$ cat src/rtl/core/sbde_pkg.sv
// Shared types and constants for the serial bus device byte engine.
// No dependencies; every module of the engine imports this package.
package sbde_pkg;

  localparam logic [7:0] EOI_TIMEOUT_RST = 8'd230;
  localparam logic [7:0] BIT_DELAY_RST   = 8'd100;
  localparam logic [7:0] TIMER_MAX       = 8'hFF;

  localparam int unsigned IN_DATA_W  = 16;
  localparam int unsigned IN_USER_W  = 2;
  localparam int unsigned OUT_DATA_W = 16;

  typedef enum logic [0:0] {
    CFG_EOI_TIMEOUT = 1'b0,
    CFG_BIT_DELAY   = 1'b1
  } cfg_index_t;

  typedef enum logic [1:0] {
    CMD_LISTEN     = 2'd0,
    CMD_TALK       = 2'd1,
    CMD_RELEASE    = 2'd2,
    CMD_TURN_REL   = 2'd3
  } mode_t;

  typedef enum logic [4:0] {
    PH_L_CLKHI    = 5'd0,
    PH_L_DATAHI   = 5'd1,
    PH_L_TALKER   = 5'd2,
    PH_L_EOIACK   = 5'd3,
    PH_L_EOICLKLO = 5'd4,
    PH_L_BITHI    = 5'd5,
    PH_L_BITLO    = 5'd6,
    PH_IDLE       = 5'd7,
    PH_TA_ATN     = 5'd8,
    PH_TA_CLK     = 5'd9,
    PH_TA_DELAY   = 5'd10,
    PH_RA_ATN     = 5'd11,
    PH_RA_CLK     = 5'd12,
    PH_RA_DELAY   = 5'd13,
    PH_RELEASED   = 5'd14,
    PH_T_START    = 5'd15,
    PH_T_EOILO    = 5'd16,
    PH_T_EOIHI    = 5'd17,
    PH_T_D1       = 5'd18,
    PH_T_D2       = 5'd19,
    PH_T_ACK      = 5'd20,
    PH_T_REL      = 5'd21,
    PH_ATN_WAIT   = 5'd22
  } phase_t;

  // One sample tick as seen by the engine.
  typedef struct packed {
    logic       atn_line;
    logic       clk_line;
    logic       data_line;
    logic       cmd_valid;
    mode_t      mode;
    logic [7:0] cmd_byte;
    logic       cmd_eoi;
  } tick_in_t;

  // Result of one tick: line drives plus report flags.
  typedef struct packed {
    logic       tx_done;
    logic       rx_break;
    logic       rx_eoi;
    logic       rx_atn;
    logic [7:0] rx_byte;
    logic       rx_valid;
    logic       cmd_ready;
    logic       data_drive;
    logic       clk_drive;
  } tick_out_t;

  // Status from the engine used for checking at the top level.
  typedef struct packed {
    logic atn_edge;
    logic idle;
  } eng_status_t;

endpackage

$ cat src/rtl/core/serial_bus_device_byte_engine.sv
// Top level of the serial bus device byte engine: stream ports, config port,
// protocol engine and output register. Depends on sbde_pkg, sbde_engine and
// sbde_out_buf.

// Each request on the input stream is one sample tick of the ATN, CLK and
// DATA lines with an optional host command, and yields exactly one result
// carrying the line drive levels and any report. A tick is fully processed
// by the protocol state machine and lands in a one-deep output register, so
// one request is accepted every cycle while the result side keeps up.
// Configuration writes are accepted in any cycle and should only be issued
// while the engine is idle.
module serial_bus_device_byte_engine
  import sbde_pkg::*;
(
  input  logic                  clk,
  input  logic                  rst_n,
  // s_axis-style input; tdata from bit 0: atn_line, clk_line, data_line,
  // cmd_valid, cmd_byte[7:0], cmd_eoi, three zero bits.
  input  logic                  in_tvalid,
  output logic                  in_tready,
  input  logic [IN_DATA_W-1:0]  in_tdata,
  // tuser: mode[1:0].
  input  logic [IN_USER_W-1:0]  in_tuser,
  // Result stream; tdata from bit 0: clk_drive, data_drive, cmd_ready,
  // rx_valid, rx_byte[7:0], rx_atn, rx_eoi, rx_break, tx_done.
  output logic                  out_tvalid,
  input  logic                  out_tready,
  output logic [OUT_DATA_W-1:0] out_tdata,
  // Configuration write channel.
  input  logic                  cfg_valid,
  output logic                  cfg_ready,
  input  logic                  cfg_index,
  input  logic [7:0]            cfg_data
);

  tick_in_t    tick_in;
  tick_out_t   tick_out;
  eng_status_t status;
  logic        can_load;
  logic        in_acc;

  assign tick_in.atn_line  = in_tdata[0];
  assign tick_in.clk_line  = in_tdata[1];
  assign tick_in.data_line = in_tdata[2];
  assign tick_in.cmd_valid = in_tdata[3];
  assign tick_in.cmd_byte  = in_tdata[11:4];
  assign tick_in.cmd_eoi   = in_tdata[12];
  assign tick_in.mode      = mode_t'(in_tuser);

  assign in_tready = can_load;
  assign in_acc    = in_tvalid & can_load;
  assign cfg_ready = 1'b1;

  sbde_engine u_engine (
    .clk       (clk),
    .rst_n     (rst_n),
    .step_en   (in_acc),
    .tick_in   (tick_in),
    .cfg_wr    (cfg_valid),
    .cfg_idx   (cfg_index_t'(cfg_index)),
    .cfg_wdata (cfg_data),
    .tick_out  (tick_out),
    .status    (status)
  );

  sbde_out_buf u_out_buf (
    .clk        (clk),
    .rst_n      (rst_n),
    .load       (in_tvalid),
    .res        (tick_out),
    .can_load   (can_load),
    .out_tvalid (out_tvalid),
    .out_tready (out_tready),
    .out_tdata  (out_tdata)
  );

`ifndef SYNTHESIS
  a_atn_edge_drive: assert property (@(posedge clk) disable iff (!rst_n)
    in_acc && status.atn_edge |=> out_tvalid && !out_tdata[1] && out_tdata[0])
    else $error("attention edge did not pull data low and release clock");

  a_idle_ready: assert property (@(posedge clk) disable iff (!rst_n)
    in_acc |=> out_tdata[2] == ($past(status.idle) && !$past(status.atn_edge)))
    else $error("command ready does not follow the idle phase");

  a_one_report: assert property (@(posedge clk) disable iff (!rst_n)
    out_tvalid && out_tdata[3] |-> !out_tdata[2] && !(out_tdata[14] && out_tdata[15]))
    else $error("report overlaps command ready or carries two kinds");

  a_quiet_fields: assert property (@(posedge clk) disable iff (!rst_n)
    out_tvalid && (!out_tdata[3] || out_tdata[14] || out_tdata[15])
      |-> out_tdata[13:4] == '0)
    else $error("byte fields set without a received byte report");
`endif

endmodule

$ cat src/rtl/core/sbde_engine.sv
// Bus protocol state machine, tick timer, shift register and config registers.
// Depends on sbde_pkg; advances one step per accepted sample tick.
module sbde_engine
  import sbde_pkg::*;
(
  input  logic        clk,
  input  logic        rst_n,
  input  logic        step_en,
  input  tick_in_t    tick_in,
  input  logic        cfg_wr,
  input  cfg_index_t  cfg_idx,
  input  logic [7:0]  cfg_wdata,
  output tick_out_t   tick_out,
  output eng_status_t status
);

  phase_t     phase_r, phase_nxt;
  logic [7:0] timer_r, timer_nxt;
  logic [7:0] shift_r, shift_nxt;
  logic [3:0] bit_idx_r, bit_idx_nxt;
  logic       talking_r, talking_nxt;
  logic       eoi_r, eoi_nxt;
  logic       atnf_r, atnf_nxt;
  logic       atn_prev_r;
  logic       clk_lvl_r, clk_lvl_nxt;
  logic       dat_lvl_r, dat_lvl_nxt;
  logic [7:0] eoi_tmo_r;
  logic [7:0] bit_dly_r;

  logic       atn_edge;
  logic [7:0] timer_inc;
  logic [3:0] bit_idx_inc;
  logic       dly_done;

  assign atn_edge    = atn_prev_r & ~tick_in.atn_line;
  assign timer_inc   = (timer_r == TIMER_MAX) ? timer_r : timer_r + 8'd1;
  assign bit_idx_inc = bit_idx_r + 4'd1;
  assign dly_done    = (timer_inc >= bit_dly_r);

  always_ff @(posedge clk) begin
    if (!rst_n) begin
      eoi_tmo_r <= EOI_TIMEOUT_RST;
      bit_dly_r <= BIT_DELAY_RST;
    end else if (cfg_wr) begin
      case (cfg_idx)
        CFG_EOI_TIMEOUT: eoi_tmo_r <= cfg_wdata;
        CFG_BIT_DELAY:   bit_dly_r <= cfg_wdata;
        default: ;
      endcase
    end
  end

  always_ff @(posedge clk) begin
    if (!rst_n) begin
      phase_r    <= PH_L_CLKHI;
      timer_r    <= '0;
      shift_r    <= '0;
      bit_idx_r  <= '0;
      talking_r  <= 1'b0;
      eoi_r      <= 1'b0;
      atnf_r     <= 1'b0;
      atn_prev_r <= 1'b1;
      clk_lvl_r  <= 1'b1;
      dat_lvl_r  <= 1'b1;
    end else if (step_en) begin
      phase_r    <= phase_nxt;
      timer_r    <= timer_nxt;
      shift_r    <= shift_nxt;
      bit_idx_r  <= bit_idx_nxt;
      talking_r  <= talking_nxt;
      eoi_r      <= eoi_nxt;
      atnf_r     <= atnf_nxt;
      atn_prev_r <= tick_in.atn_line;
      clk_lvl_r  <= clk_lvl_nxt;
      dat_lvl_r  <= dat_lvl_nxt;
    end
  end

  // Next state.
  always_comb begin
    phase_nxt   = phase_r;
    timer_nxt   = timer_r;
    shift_nxt   = shift_r;
    bit_idx_nxt = bit_idx_r;
    talking_nxt = talking_r;
    eoi_nxt     = eoi_r;
    atnf_nxt    = atnf_r;
    clk_lvl_nxt = clk_lvl_r;
    dat_lvl_nxt = dat_lvl_r;
    if (atn_edge) begin
      dat_lvl_nxt = 1'b0;
      clk_lvl_nxt = 1'b1;
      phase_nxt   = PH_ATN_WAIT;
    end else begin
      case (phase_r)
        PH_L_CLKHI: begin
          if (tick_in.clk_line) begin
            atnf_nxt    = ~tick_in.atn_line;
            dat_lvl_nxt = 1'b1;
            phase_nxt   = PH_L_DATAHI;
          end
        end
        PH_L_DATAHI: begin
          if (tick_in.data_line) begin
            timer_nxt = '0;
            phase_nxt = PH_L_TALKER;
          end
        end
        PH_L_TALKER: begin
          timer_nxt = timer_inc;
          if (timer_inc > eoi_tmo_r) begin
            eoi_nxt     = 1'b1;
            dat_lvl_nxt = 1'b0;
            timer_nxt   = '0;
            phase_nxt   = PH_L_EOIACK;
          end else if (!tick_in.clk_line) begin
            bit_idx_nxt = '0;
            phase_nxt   = PH_L_BITHI;
          end
        end
        PH_L_EOIACK: begin
          timer_nxt = timer_inc;
          if (dly_done) begin
            dat_lvl_nxt = 1'b1;
            phase_nxt   = PH_L_EOICLKLO;
          end
        end
        PH_L_EOICLKLO: begin
          if (!tick_in.clk_line) begin
            bit_idx_nxt = '0;
            phase_nxt   = PH_L_BITHI;
          end
        end
        PH_L_BITHI: begin
          if (tick_in.clk_line) begin
            shift_nxt = {tick_in.data_line, shift_r[7:1]};
            phase_nxt = PH_L_BITLO;
          end
        end
        PH_L_BITLO: begin
          if (!tick_in.clk_line) begin
            bit_idx_nxt = bit_idx_inc;
            if (bit_idx_inc[3]) begin
              dat_lvl_nxt = 1'b0;
              phase_nxt   = PH_IDLE;
            end else begin
              phase_nxt = PH_L_BITHI;
            end
          end
        end
        PH_IDLE: begin
          if (tick_in.cmd_valid) begin
            case (tick_in.mode)
              CMD_LISTEN: begin
                eoi_nxt     = 1'b0;
                atnf_nxt    = 1'b0;
                shift_nxt   = '0;
                bit_idx_nxt = '0;
                timer_nxt   = '0;
                phase_nxt   = PH_L_CLKHI;
              end
              CMD_RELEASE: begin
                clk_lvl_nxt = 1'b1;
                dat_lvl_nxt = 1'b1;
                phase_nxt   = PH_RELEASED;
              end
              CMD_TURN_REL: phase_nxt = PH_RA_ATN;
              default: begin
                shift_nxt = tick_in.cmd_byte;
                eoi_nxt   = tick_in.cmd_eoi;
                if (talking_r) begin
                  clk_lvl_nxt = 1'b1;
                  phase_nxt   = PH_T_START;
                end else begin
                  talking_nxt = 1'b1;
                  phase_nxt   = PH_TA_ATN;
                end
              end
            endcase
          end
        end
        PH_TA_ATN: begin
          if (tick_in.atn_line) phase_nxt = PH_TA_CLK;
        end
        PH_RA_ATN: begin
          if (tick_in.atn_line) phase_nxt = PH_RA_CLK;
        end
        PH_TA_CLK, PH_RA_CLK: begin
          if (tick_in.clk_line) begin
            dat_lvl_nxt = 1'b1;
            clk_lvl_nxt = 1'b0;
            timer_nxt   = '0;
            phase_nxt   = (phase_r == PH_TA_CLK) ? PH_TA_DELAY : PH_RA_DELAY;
          end
        end
        PH_TA_DELAY: begin
          timer_nxt = timer_inc;
          if (dly_done) begin
            clk_lvl_nxt = 1'b1;
            phase_nxt   = PH_T_START;
          end
        end
        PH_RA_DELAY: begin
          timer_nxt = timer_inc;
          if (dly_done) begin
            clk_lvl_nxt = 1'b1;
            dat_lvl_nxt = 1'b1;
            phase_nxt   = PH_RELEASED;
          end
        end
        PH_T_START: begin
          if (tick_in.data_line) begin
            if (eoi_r) begin
              phase_nxt = PH_T_EOILO;
            end else begin
              clk_lvl_nxt = 1'b0;
              bit_idx_nxt = '0;
              timer_nxt   = '0;
              phase_nxt   = PH_T_D1;
            end
          end
        end
        PH_T_EOILO: begin
          if (!tick_in.data_line) phase_nxt = PH_T_EOIHI;
        end
        PH_T_EOIHI: begin
          if (tick_in.data_line) begin
            clk_lvl_nxt = 1'b0;
            bit_idx_nxt = '0;
            timer_nxt   = '0;
            phase_nxt   = PH_T_D1;
          end
        end
        PH_T_D1: begin
          timer_nxt = timer_inc;
          if (dly_done) begin
            dat_lvl_nxt = shift_r[0];
            clk_lvl_nxt = 1'b1;
            timer_nxt   = '0;
            phase_nxt   = PH_T_D2;
          end
        end
        PH_T_D2: begin
          timer_nxt = timer_inc;
          if (dly_done) begin
            clk_lvl_nxt = 1'b0;
            dat_lvl_nxt = 1'b1;
            shift_nxt   = {1'b0, shift_r[7:1]};
            bit_idx_nxt = bit_idx_inc;
            timer_nxt   = '0;
            phase_nxt   = bit_idx_inc[3] ? PH_T_ACK : PH_T_D1;
          end
        end
        PH_T_ACK: begin
          if (!tick_in.data_line) begin
            clk_lvl_nxt = 1'b0;
            phase_nxt   = eoi_r ? PH_T_REL : PH_IDLE;
          end
        end
        PH_T_REL: begin
          if (tick_in.data_line) phase_nxt = PH_IDLE;
        end
        PH_ATN_WAIT: begin
          if (!tick_in.clk_line) begin
            talking_nxt = 1'b0;
            eoi_nxt     = 1'b0;
            atnf_nxt    = 1'b0;
            shift_nxt   = '0;
            bit_idx_nxt = '0;
            timer_nxt   = '0;
            phase_nxt   = PH_L_CLKHI;
          end
        end
        default: ;
      endcase
    end
  end

  // Reports and line drives.
  always_comb begin
    tick_out            = '0;
    tick_out.clk_drive  = clk_lvl_nxt;
    tick_out.data_drive = dat_lvl_nxt;
    if (!atn_edge) begin
      case (phase_r)
        PH_IDLE: tick_out.cmd_ready = 1'b1;
        PH_L_BITLO: begin
          if (!tick_in.clk_line && bit_idx_inc[3]) begin
            tick_out.rx_valid = 1'b1;
            tick_out.rx_byte  = shift_r;
            tick_out.rx_atn   = atnf_r;
            tick_out.rx_eoi   = eoi_r;
          end
        end
        PH_T_ACK: begin
          if (!tick_in.data_line && !eoi_r) begin
            tick_out.rx_valid = 1'b1;
            tick_out.tx_done  = 1'b1;
          end
        end
        PH_T_REL: begin
          if (tick_in.data_line) begin
            tick_out.rx_valid = 1'b1;
            tick_out.tx_done  = 1'b1;
          end
        end
        PH_ATN_WAIT: begin
          if (!tick_in.clk_line) begin
            tick_out.rx_valid = 1'b1;
            tick_out.rx_break = 1'b1;
          end
        end
        default: ;
      endcase
    end
  end

  assign status.atn_edge = atn_edge;
  assign status.idle     = (phase_r == PH_IDLE);

endmodule

$ cat src/rtl/core/sbde_out_buf.sv
// Output register of the result stream; takes a new result whenever the
// register is empty or being drained. Depends on sbde_pkg.
module sbde_out_buf
  import sbde_pkg::*;
(
  input  logic                  clk,
  input  logic                  rst_n,
  input  logic                  load,
  input  tick_out_t             res,
  output logic                  can_load,
  output logic                  out_tvalid,
  input  logic                  out_tready,
  output logic [OUT_DATA_W-1:0] out_tdata
);

  logic                  vld_r;
  logic [OUT_DATA_W-1:0] data_r;

  assign can_load = ~vld_r | out_tready;

  always_ff @(posedge clk) begin
    if (!rst_n) begin
      vld_r <= 1'b0;
    end else if (can_load) begin
      vld_r <= load;
    end
  end

  always_ff @(posedge clk) begin
    if (load && can_load) begin
      data_r <= res;
    end
  end

  assign out_tvalid = vld_r;
  assign out_tdata  = data_r;

endmodule
$ cat config.mk
export PLATFORM = sky130hd
export DESIGN_NAME = serial_bus_device_byte_engine
export DESIGN_NICKNAME = d
export VERILOG_FILES = /design/src/rtl/core/sbde_pkg.sv /design/src/rtl/core/serial_bus_device_byte_engine.sv /design/src/rtl/core/sbde_engine.sv /design/src/rtl/core/sbde_out_buf.sv
export SDC_FILE = /design/constraint.sdc
export NUM_CORES = 1
export LEC_CHECK = 0
export BUFFER_PORTS_ARGS = -buffer_cell sky130_fd_sc_hd__buf_4
export CAP_MARGIN = 20
export CORE_ASPECT_RATIO = 0.5
export CORE_MARGIN = 8
export CORE_UTILIZATION = 50
export CTS_BUF_LIST = sky130_fd_sc_hd__clkbuf_16
export CTS_CLUSTER_DIAMETER = 100
export DETAILED_ROUTE_END_ITERATION = 10
export PLACE_DENSITY = 0.8
export SKIP_LAST_GASP = 1
export SLEW_MARGIN = 40
export SYNTH_ARGS = -nofsm -noshare
export SYNTH_HDL_FRONTEND = slang
export SYNTH_SLANG_ARGS = --single-unit
$ cat constraint.sdc
create_clock -name clk -period 5.6 [get_ports clk]
set_input_delay 1.68 -clock clk [delete_from_list [all_inputs] [get_ports clk]]
set_output_delay 1.68 -clock clk [all_outputs]
set_load 0.02 [all_outputs]
==> impl_metrics.py <==
metrics = {
    "min_path": {
        "hold-path-cell-count": 2,
        "min_to": "u_engine.bit_dly_r[3]",
        "min_from": "u_engine.bit_dly_r[3]",
        "hp-class": "reg -> reg",
    },
    "yosys": {
        "synthTopCellsByCount": "65 x nand2_1, 64 x a21oi_1, 48 x dfxtp_1",
        "async_reset_ff_share_pct": 0,
        "netlist_area_um2": 4710,
        "yosys_warnings": 0,
        "yosys-top-cells-area": "dfxtp_1 20%, edfxtp_1 10%, a21oi_1 6.8%",
        "synth_nets": 638,
        "yosysUniqueCellTypes": 78,
        "synthFlopType": "dfxtp_1",
        "yosysMostFrequentCell": "nand2_1",
        "ys_seq_elements": 64,
        "synth_edf_count": 16,
        "synth_top_cell_by_area": "dfxtp_1",
        "avgSynthCellArea_um2": 8.04,
        "syn_inst": 586,
        "synth.top_cell.area_share_pct": 20.4,
        "synth-seq-area-share_pct": 30.6,
    },
    "global_routing": {
        "grt_usage_pct": 19.8,
        "grt_pass1_wl_mm": 21.2,
        "grt_overflow": 0,
        "grt_max_degree": 40,
        "grt_pass1_vias": 4233,
        "antenna_found_initial": 0,
    },
    "placement": {
        "dpl_cell_area_um2": 5040,
        "hpwl_mm": 9.28,
        "port_buffers": 46,
        "place_congestion": 0.936,
    },
    "power": {
        "powerDensity_nw_per_um2": 292,
        "peakVddDrop_mv": 0.131,
        "p_total_mw": 1.56,
        "p_leak_nw": 1.96,
    },
    "timing": {
        "setup_viol": 0,
        "period_needed_ns": 3.89,
        "max_freq_mhz": 257,
        "tns_ns": 0,
        "fin_crit_sh_pct": 69.5,
        "hold_violations": 0,
        "slew_headroom_pct": 45.1,
        "rsz0062_at_grt": "no",
        "drv_slew": 0,
        "finClkSkew_ns": 0.00847,
        "worstMarginPinSlew_ns": 0.822,
    },
    "die": {
        "core_um2": 9290,
        "num_io_pins": 51,
        "rows": 25,
        "die_w_um": 153,
        "start_util_pct": 50.7,
        "die-area_um2": 13000,
        "die_y_um": 84.7,
    },
    "worst_setup_path": {
        "critPathCaptureType": "flip-flop",
        "crit_slowest_cell": "nand3_1",
        "path_class": "reg -> reg",
        "required_ns": 5.85,
        "cp_max_fo": 17,
        "critPathMaxStageDelay_ns": 0.61,
        "r2r_start": "u_engine.timer_r[0]",
        "ff2ff_setup_slack_ns": 1.71,
        "worst_r2r_path_depth": 11,
        "critPathArrivalTime_ns": 4.14,
        "cp-startpoint": "u_engine.timer_r[0]",
        "cp_cell_sequence": "ha_1 > and3_1 > a31oi_1 > a21oi_1 > ha_1 > nand4_1 > a21oi_1 > nor4_2 > nand3_1 > o211ai_2 > mux2i_1",
        "worst_setup_path_start_kind": "flip-flop",
        "r2r-end": "u_engine.bit_idx_r[1]",
    },
    "detailed_routing": {
        "firstDrtPassIters": 5,
        "drc": 0,
        "wl_per_cell_um": 18.0,
        "routed_wl_mm": 13.2,
        "via_per_inst": 6.38,
        "first_iter_violations": 575,
        "antenna_left": 0,
        "num_vias": 4675,
    },
    "cts": {
        "cts_setup_buffers": 0,
        "htreeDepth": 3,
        "cts_tree": "built",
        "post_cts_resized": 0,
        "clockBufferDepth": 2,
        "insertion_delay_ns": 0.34,
        "clk_pin_slew_ns": 0.06,
        "cts_sinks": 64,
        "postCtsHoldBufs": 0,
        "cts_buffers": 9,
        "root_buffer": "clkbuf_16",
    },
    "layout": {
        "antenna_cells": 0,
        "nNetsFinal": 659,
        "syn_to_final_growth_pct": 13.1,
        "final_area_um2": 5330,
        "drive_gt1_share_pct": 14.4,
        "n_fill_cell": 827,
    },
    "job": {
        "cap_viol_max_count": 0,
    },
    "outcome": {
        "run_status": "finished clean",
    },
}
-- final cells by class --
class,count,area [um^2],area share [%]
multi-input cells,451,2970,55.6
flip-flops and latches,64,1440,27.0
repair buffers,52,390,7.32
clock buffers,9,225,4.22
well taps,121,151,2.84
inverters,29,109,2.04
clock inverters,7,47.5,0.892
-- sequential cells by signal (all words and copies together) (netlist names), 4 cells and up --
name and cells:
u_engine.phase_r 5, u_engine.bit_idx_r 4, u_engine.eoi_tmo_r 8, u_engine.timer_r 8, u_engine.shift_r 8, u_engine.bit_dly_r 8, u_out_buf.out_tdata 16
-- per-layer routing --
layer / GRT usage, % / part of all wire [%] / vias to the layer above
met1: 25.2 / 45 / 2187
met5: 0 / 0 / -
met3: 5.38 / 8.8 / 31
li1: - / - / 2234
met2: 31.6 / 44 / 223
met4: 7.13 / 2.2 / 0
-- worst max-delay path, delay by kind of cell, from the launching register on --
family / cells / cell delay [ns]
fa+ha+maj: 2 / 0.60
compound gates: 4 / 0.96
simple gates: 4 / 1.46
mux: 1 / 0.27
flops: 1 / 0.50
-- where the power goes --
| group | total, mW | leakage, nW | internal (mW) | switching [mW] |
|---|---|---|---|---|
| registers | 0.544 | 0.548 | 0.505 | 0.0397 |
| clock network | 0.516 | 0.132 | 0.299 | 0.218 |
| logic | 0.495 | 1.28 | 0.186 | 0.310 |
| total | 1.56 | 1.96 | 0.989 | 0.567 |
-- metrics by stage --
step           hold WS, ns  utilization (%)  setup WS, ns  cells
2_1_floorplan        0.436                -          1.86    586
3_3_place_gp         0.445             54.2          1.54    717
3_5_place_dp         0.449             54.2          1.50    717
4_1_cts              0.456             57.1          1.74    733
5_1_grt              0.470             57.4          1.32    733
6_report             0.453             57.4          1.71    733
-- layout by cell type, fill, tap and decap left out, types with 14 or more instances in the layout --
cell      netlist  routed
a21oi_1        64      64
and2_1         15      15
buf_4           7      52
dfxtp_1        48      48
edfxtp_1       16      16
ha_1           20      20
inv_1          28      27
nand2_1        65      65
nand2b_1       14      14
nand3_1        17      17
nor2_1         33      33
o211ai_1       19      19
o21ai_0        26      26
-- kinds of logic after synthesis --
logic type	Yosys count	share of synthesized area, %
AOI/OAI and AO/OA	194	28.2
xor gates and xnor gates	6	1.11
adders and majority gates	20	5.31
buffers and inverters	71	6.95
DFF	64	30.6
muxes	9	1.94
other	1	0.0796
and+or+nand+nor	221	25.8
-- worst max-delay path by stage --
stage / end / depth (start not counted)
after CTS: in_tready / 3
final: u_engine.bit_idx_r[1] / 11
after global placement: u_engine.phase_r[3] / 8
after detailed placement: u_engine.phase_r[3] / 8
after floorplan: u_engine.phase_r[3] / 7
after global routing: u_engine.bit_idx_r[1] / 11
No activity file was read; power rests on OpenSTA's default activity.
